File: src/design/sal_pkg.sv
// Package for the sentinel-terminated array list: request codes, controller
// states, the shift control word and the scan word that travel along the cells.
// No dependencies.
package sal_pkg;

  localparam int unsigned DATA_W = 32;
  localparam int unsigned REQ_W  = 4;
  localparam int unsigned IDX_W  = 6;
  localparam int unsigned LEN_W  = 7;

  // Every slot and the marker come out of reset as all ones.
  localparam logic [DATA_W-1:0] SLOT_RESET = '1;

  typedef enum logic [REQ_W-1:0] {
    REQ_GET       = 4'd0,
    REQ_SET       = 4'd1,
    REQ_INS_FIRST = 4'd2,
    REQ_INS_AT    = 4'd3,
    REQ_INS_LAST  = 4'd4,
    REQ_DEL_FIRST = 4'd5,
    REQ_DEL_AT    = 4'd6,
    REQ_DEL_LAST  = 4'd7,
    REQ_SEARCH    = 4'd8
  } req_t;

  typedef enum logic [1:0] {
    ST_IDLE,
    ST_OP,
    ST_SCAN,
    ST_DONE
  } state_t;

  typedef enum logic [1:0] {
    SH_WRITE,
    SH_UP,
    SH_DOWN
  } shift_kind_t;

  typedef struct packed {
    logic        en;
    shift_kind_t kind;
  } shift_ctrl_t;

  typedef struct packed {
    logic valid;
    logic alive;
    logic hit;
  } tok_t;

endpackage

File: src/design/sal_cell.sv
// One slot of the array list and its stage of the scan chain.
// Depends on sal_pkg.
module sal_cell import sal_pkg::*; #(
  parameter int LW = 7
) (
  input  logic              clk,
  input  logic              rst,
  input  logic [LW-1:0]     pos,
  input  logic [LW-1:0]     lo,
  input  logic [LW-1:0]     hi,
  input  shift_ctrl_t       ctrl,
  input  logic [DATA_W-1:0] marker,
  input  logic [DATA_W-1:0] wr_value,
  input  logic [DATA_W-1:0] slot_below,
  input  logic [DATA_W-1:0] slot_above,
  output logic [DATA_W-1:0] slot,
  input  tok_t              tok_in,
  input  logic [DATA_W-1:0] rd_in,
  input  logic [LW-1:0]     cnt_in,
  output tok_t              tok_out,
  output logic [DATA_W-1:0] rd_out,
  output logic [LW-1:0]     cnt_out
);

  logic alive_c;
  logic hit_c;

  always_ff @(posedge clk) begin
    if (rst) begin
      slot <= SLOT_RESET;
    end else if (ctrl.en) begin
      case (ctrl.kind)
        SH_WRITE: begin
          if (pos == lo) slot <= wr_value;
        end
        SH_UP: begin
          if (pos == lo) slot <= wr_value;
          else if (pos > lo && pos <= hi) slot <= slot_below;
        end
        SH_DOWN: begin
          if (pos >= lo && pos < hi) slot <= slot_above;
          else if (pos == hi) slot <= marker;
        end
        default: begin
          slot <= slot;
        end
      endcase
    end
  end

  // The list is still running here only if no marker has been seen so far.
  assign alive_c = tok_in.alive && (slot != marker);
  assign hit_c   = tok_in.hit || (alive_c && (slot == wr_value));

  always_ff @(posedge clk) begin
    if (rst) begin
      tok_out <= '0;
    end else begin
      tok_out.valid <= tok_in.valid;
      tok_out.alive <= alive_c;
      tok_out.hit   <= hit_c;
    end
  end

  always_ff @(posedge clk) begin
    rd_out  <= (pos == lo) ? slot : rd_in;
    cnt_out <= cnt_in + LW'(alive_c);
  end

endmodule

File: config.mk
export PLATFORM = sky130hd
export DESIGN_NAME = sal_cell
export DESIGN_NICKNAME = d
export VERILOG_FILES = /design/src/design/sal_pkg.sv /design/src/design/sal_cell.sv
export SDC_FILE = /design/constraint.sdc
export NUM_CORES = 1
export LEC_CHECK = 0
export ABC_AREA = 1
export CAP_MARGIN = 25
export CORE_MARGIN = 1
export CORE_UTILIZATION = 50
export CTS_CLUSTER_DIAMETER = 30
export DETAILED_ROUTE_END_ITERATION = 10
export DONT_BUFFER_PORTS = 1
export PLACE_DENSITY = 0.78
export SLEW_MARGIN = 20
export SYNTH_ARGS = -nofsm -noshare
export SYNTH_HDL_FRONTEND = slang
export SYNTH_SLANG_ARGS = --single-unit
File: constraint.sdc
create_clock -name clk -period 1.97 [get_ports clk]
set_clock_uncertainty 0.05 [all_clocks]
set_input_delay 0.394 -clock clk [delete_from_list [all_inputs] [get_ports clk]]
set_output_delay 0.394 -clock clk [all_outputs]
set_load 0.02 [all_outputs]
==> impl_metrics.json <==
{
  "status": "complete, no violations",
  "nets": 1215,
  "post-dp-hpwl_mm": 12.72,
  "synthesis.area_mm2": 0.005569,
  "rows": 38,
  "period_share": 0.9451,
  "rsz0062_at_grt": "true",
  "max_slew.worst_pin.slew_ns": 0.4225,
  "setup_tns_ns": 0,
  "r2r_start": "slot[23]$_SDFFE_PP1P_",
  "peakVddDrop_v": 0.0004559,
  "cts-buffers-inserted": 9,
  "critical_path.top_delay_family": "buffers and inverters",
  "ys_ff_latch": 74,
  "slowest_delay_ns": 0.35,
  "timing.reg2reg.setup_slack_ns": 0.11,
  "cts_tree": "done",
  "htree_levels": 3,
  "reg2reg_to": "tok_out[1]$_SDFF_PP0_",
  "critPathMostFrequentCell": "buf_4",
  "critical_path_peak_fanout": 3,
  "critPathLaunch": "slot[23]$_SDFFE_PP1P_",
  "hold_viol": 0,
  "initial_core_util": 0.5137,
  "dp_cells": 1122,
  "grt_use_total": 0.2981,
  "area.growth.synth_to_final_pct": 16.92,
  "max_freq_mhz": 537.1,
  "finalSetupViolations": 0,
  "die_width_um": 107.5,
  "total_power_uw": 4318,
  "avgSynthCellArea_um2": 5.825,
  "drc_errors": 0,
  "cp_slowest_cell": "dfxtp_2",
  "grt_remaining_overflow": 0,
  "worstPathCellList": "inv_1 > nand2_1 > nand2_1 > nand2_1 > nor2_1 > nand2_1 > nor2_2 > nand2_2 > nand2_2 > buf_4 > buf_4 > buf_4 > buf_4 > buf_4 > buf_4 > nor2_1",
  "timing.final.crit_period_ns": 1.862,
  "synth_top_area_cell": "dfxtp_1",
  "arrival_ns": 2.12,
  "required_ns": 2.22,
  "io_pins": 270,
  "r2r_cells": 16,
  "via_per_inst": 5.240,
  "gp_congestion": 0.8325,
  "yosysSeqAreaShare": 0.2660,
  "slew_violations": 0,
  "p_per_area_mw_per_mm2": 663.1,
  "dpl_cell_area_mm2": 0.006185,
  "maxCapViolations": 0,
  "drt-total-wl_mm": 17.19,
  "die_area_mm2": 0.01156,
  "grt_max_degree": 51,
  "antenna_found_initial": 1,
  "synth_top_cell_area_share": 0.2660,
  "endpoint": "tok_out[1]$_SDFF_PP0_",
  "slew_headroom": 0.7183,
  "dr.pass1.iters": 5,
  "route.vias.total": 6000,
  "layoutNonFillerInstCount": 1145,
  "drt_iter0_markers": 377,
  "hold_class": "in2reg",
  "layout-drive-gt1-share": 0.1315,
  "cp_num_buf_inv": 7,
  "path_clk_slew_ns": 0.10,
  "synth.area.top_cells": "dfxtp_1 27%, nand2_1 23%, inv_1 8.0%, nor2_1 7.2%, a21oi_1 6.4%",
  "path_class": "reg2reg",
  "critPathLaunchType": "flip-flop",
  "die_h_um": 107.5,
  "core_area_mm2": 0.01084,
  "endpoint_kind": "flip-flop",
  "portBuffers": 0,
  "clock-root-buffer": "clkbuf_8",
  "yosys_warnings": 0,
  "drt-wirelength-per-cell_um": 15.01,
  "postRouteAntennaNets": 0,
  "yosys.cell_types.count": 25,
  "hold_ws_ns": 0.04501,
  "grt_pass1_vias": 5596,
  "syn_inst": 956,
  "power.leakage_uw": 0.003520,
  "worst_skew_pair.late_latency_ns": 0.37,
  "fin_area_mm2": 0.006511,
  "clockBufferDepth": 2,
  "syn-num-nets": 1172,
  "grt_pass1_wl_mm": 26.66,
  "cts_sinks": 74,
  "worst-path-stages": 16
}
## stage by stage
| step | util | worst slack [ns] |
|---|---|---|
| final | 0.6006 | 0.1081 |
| after global routing | 0.6006 | 0.002897 |
| after CTS | 0.5942 | 0.01033 |
| after detailed placement | 0.5705 | -0.1918 |
| after global placement | 0.5705 | -0.1590 |
| after floorplan | - | 0.02150 |
## flip-flops by register name (all words and copies together) (netlist names)
register  cells
slot         32
rd_out       32
cnt_out       7
tok_out       3
## worst min-delay path by stage
stage | start | end | slack (ns) | cells after the start
after detailed placement | rst | tok_out[0]$_SDFF_PP0_ | 0.42 | 1
after global placement | rst | tok_out[0]$_SDFF_PP0_ | 0.42 | 1
after global routing | rst | tok_out[1]$_SDFF_PP0_ | 0.02 | 1
after CTS | rst | tok_out[0]$_SDFF_PP0_ | 0.03 | 1
after floorplan | cnt_in[2] | cnt_out[2]$_DFF_P_ | 0.44 | 1
final | rst | tok_out[1]$_SDFF_PP0_ | 0.05 | 1
## cells in the final DEF (no fill, tap or decap), types with 2 or more instances in the layout
cell / n
ha_4: 2
inv_1: 115
xor2_1: 11
inv_2: 4
nand2_2: 8
buf_12: 7
clkbuf_8: 9
nor3_1: 2
dfxtp_1: 66
o21ai_0: 60
nor2_2: 6
nand2_1: 335
xnor2_1: 21
nor2_1: 102
ha_1: 18
buf_4: 72
nand3_1: 35
clkinv_4: 2
mux2_2: 4
inv_6: 2
dfxtp_2: 7
a21oi_1: 71
nand3b_1: 35
nand3_4: 2
## cells by family after synthesis
kind of cell,Yosys count,synth area share
XOR/XNOR,32,0.05033
AO/OA/AOI/OAI,132,0.1193
flip-flops,74,0.2660
buffers and inverters,166,0.1179
adder cells (fa/ha/maj),20,0.04493
multiplexers,4,0.008087
AND/OR/NAND/NOR,528,0.3934
## synth_stat cells (all sizes together)
| cell | instances |
|---|---|
| nand3b | 35 |
| nor2 | 108 |
| ha | 20 |
| nand3 | 38 |
| dfxtp | 74 |
| a21oi | 72 |
| o21ai | 60 |
| xor2 | 11 |
| nand4 | 1 |
| buf | 19 |
| nand2 | 344 |
| inv | 119 |
| nor3 | 2 |
| clkbuf | 28 |
| xnor2 | 21 |
| mux2 | 4 |
## routing by layer
| metal | track usage | wire length [µm] | up-vias | share of wire |
|---|---|---|---|---|
| met4 | 0.1037 | 457 | 0 | 0.027 |
| met2 | 0.5288 | 8234 | 340 | 0.48 |
| met5 | 0 | 0 | - | 0 |
| met3 | 0.07324 | 1797 | 33 | 0.10 |
| met1 | 0.3458 | 6701 | 2588 | 0.39 |
| li1 | - | - | 3039 | - |
## final cells by class
| class | instances | area [µm²] |
|---|---|---|
| fillers | 1071 | 4329 |
| multi-input cells | 716 | 3511 |
| flip-flops and latches | 74 | 1494 |
| repair buffers | 79 | 680.7 |
| inverters | 119 | 446.7 |
| well taps | 140 | 175.2 |
| clock buffers | 9 | 123.9 |
| clock inverters | 7 | 77.57 |
| diodes | 1 | 2.502 |
## power breakdown
group,total [µW],switching [µW],internal [µW]
logic,1310,769,536
registers,1750,137,1620
clock network,1260,663,596
total,4320,1570,2750
## what timing repair did
action                                  CTS  global route
hold endpoints to repair                  0             0
gates resized for setup                   8            21
setup buffers                             5             1
pin swaps                                 6            12
hold buffers                              0             0
endpoints found under the setup margin    4             7
Power figures use the tool's default switching activity.
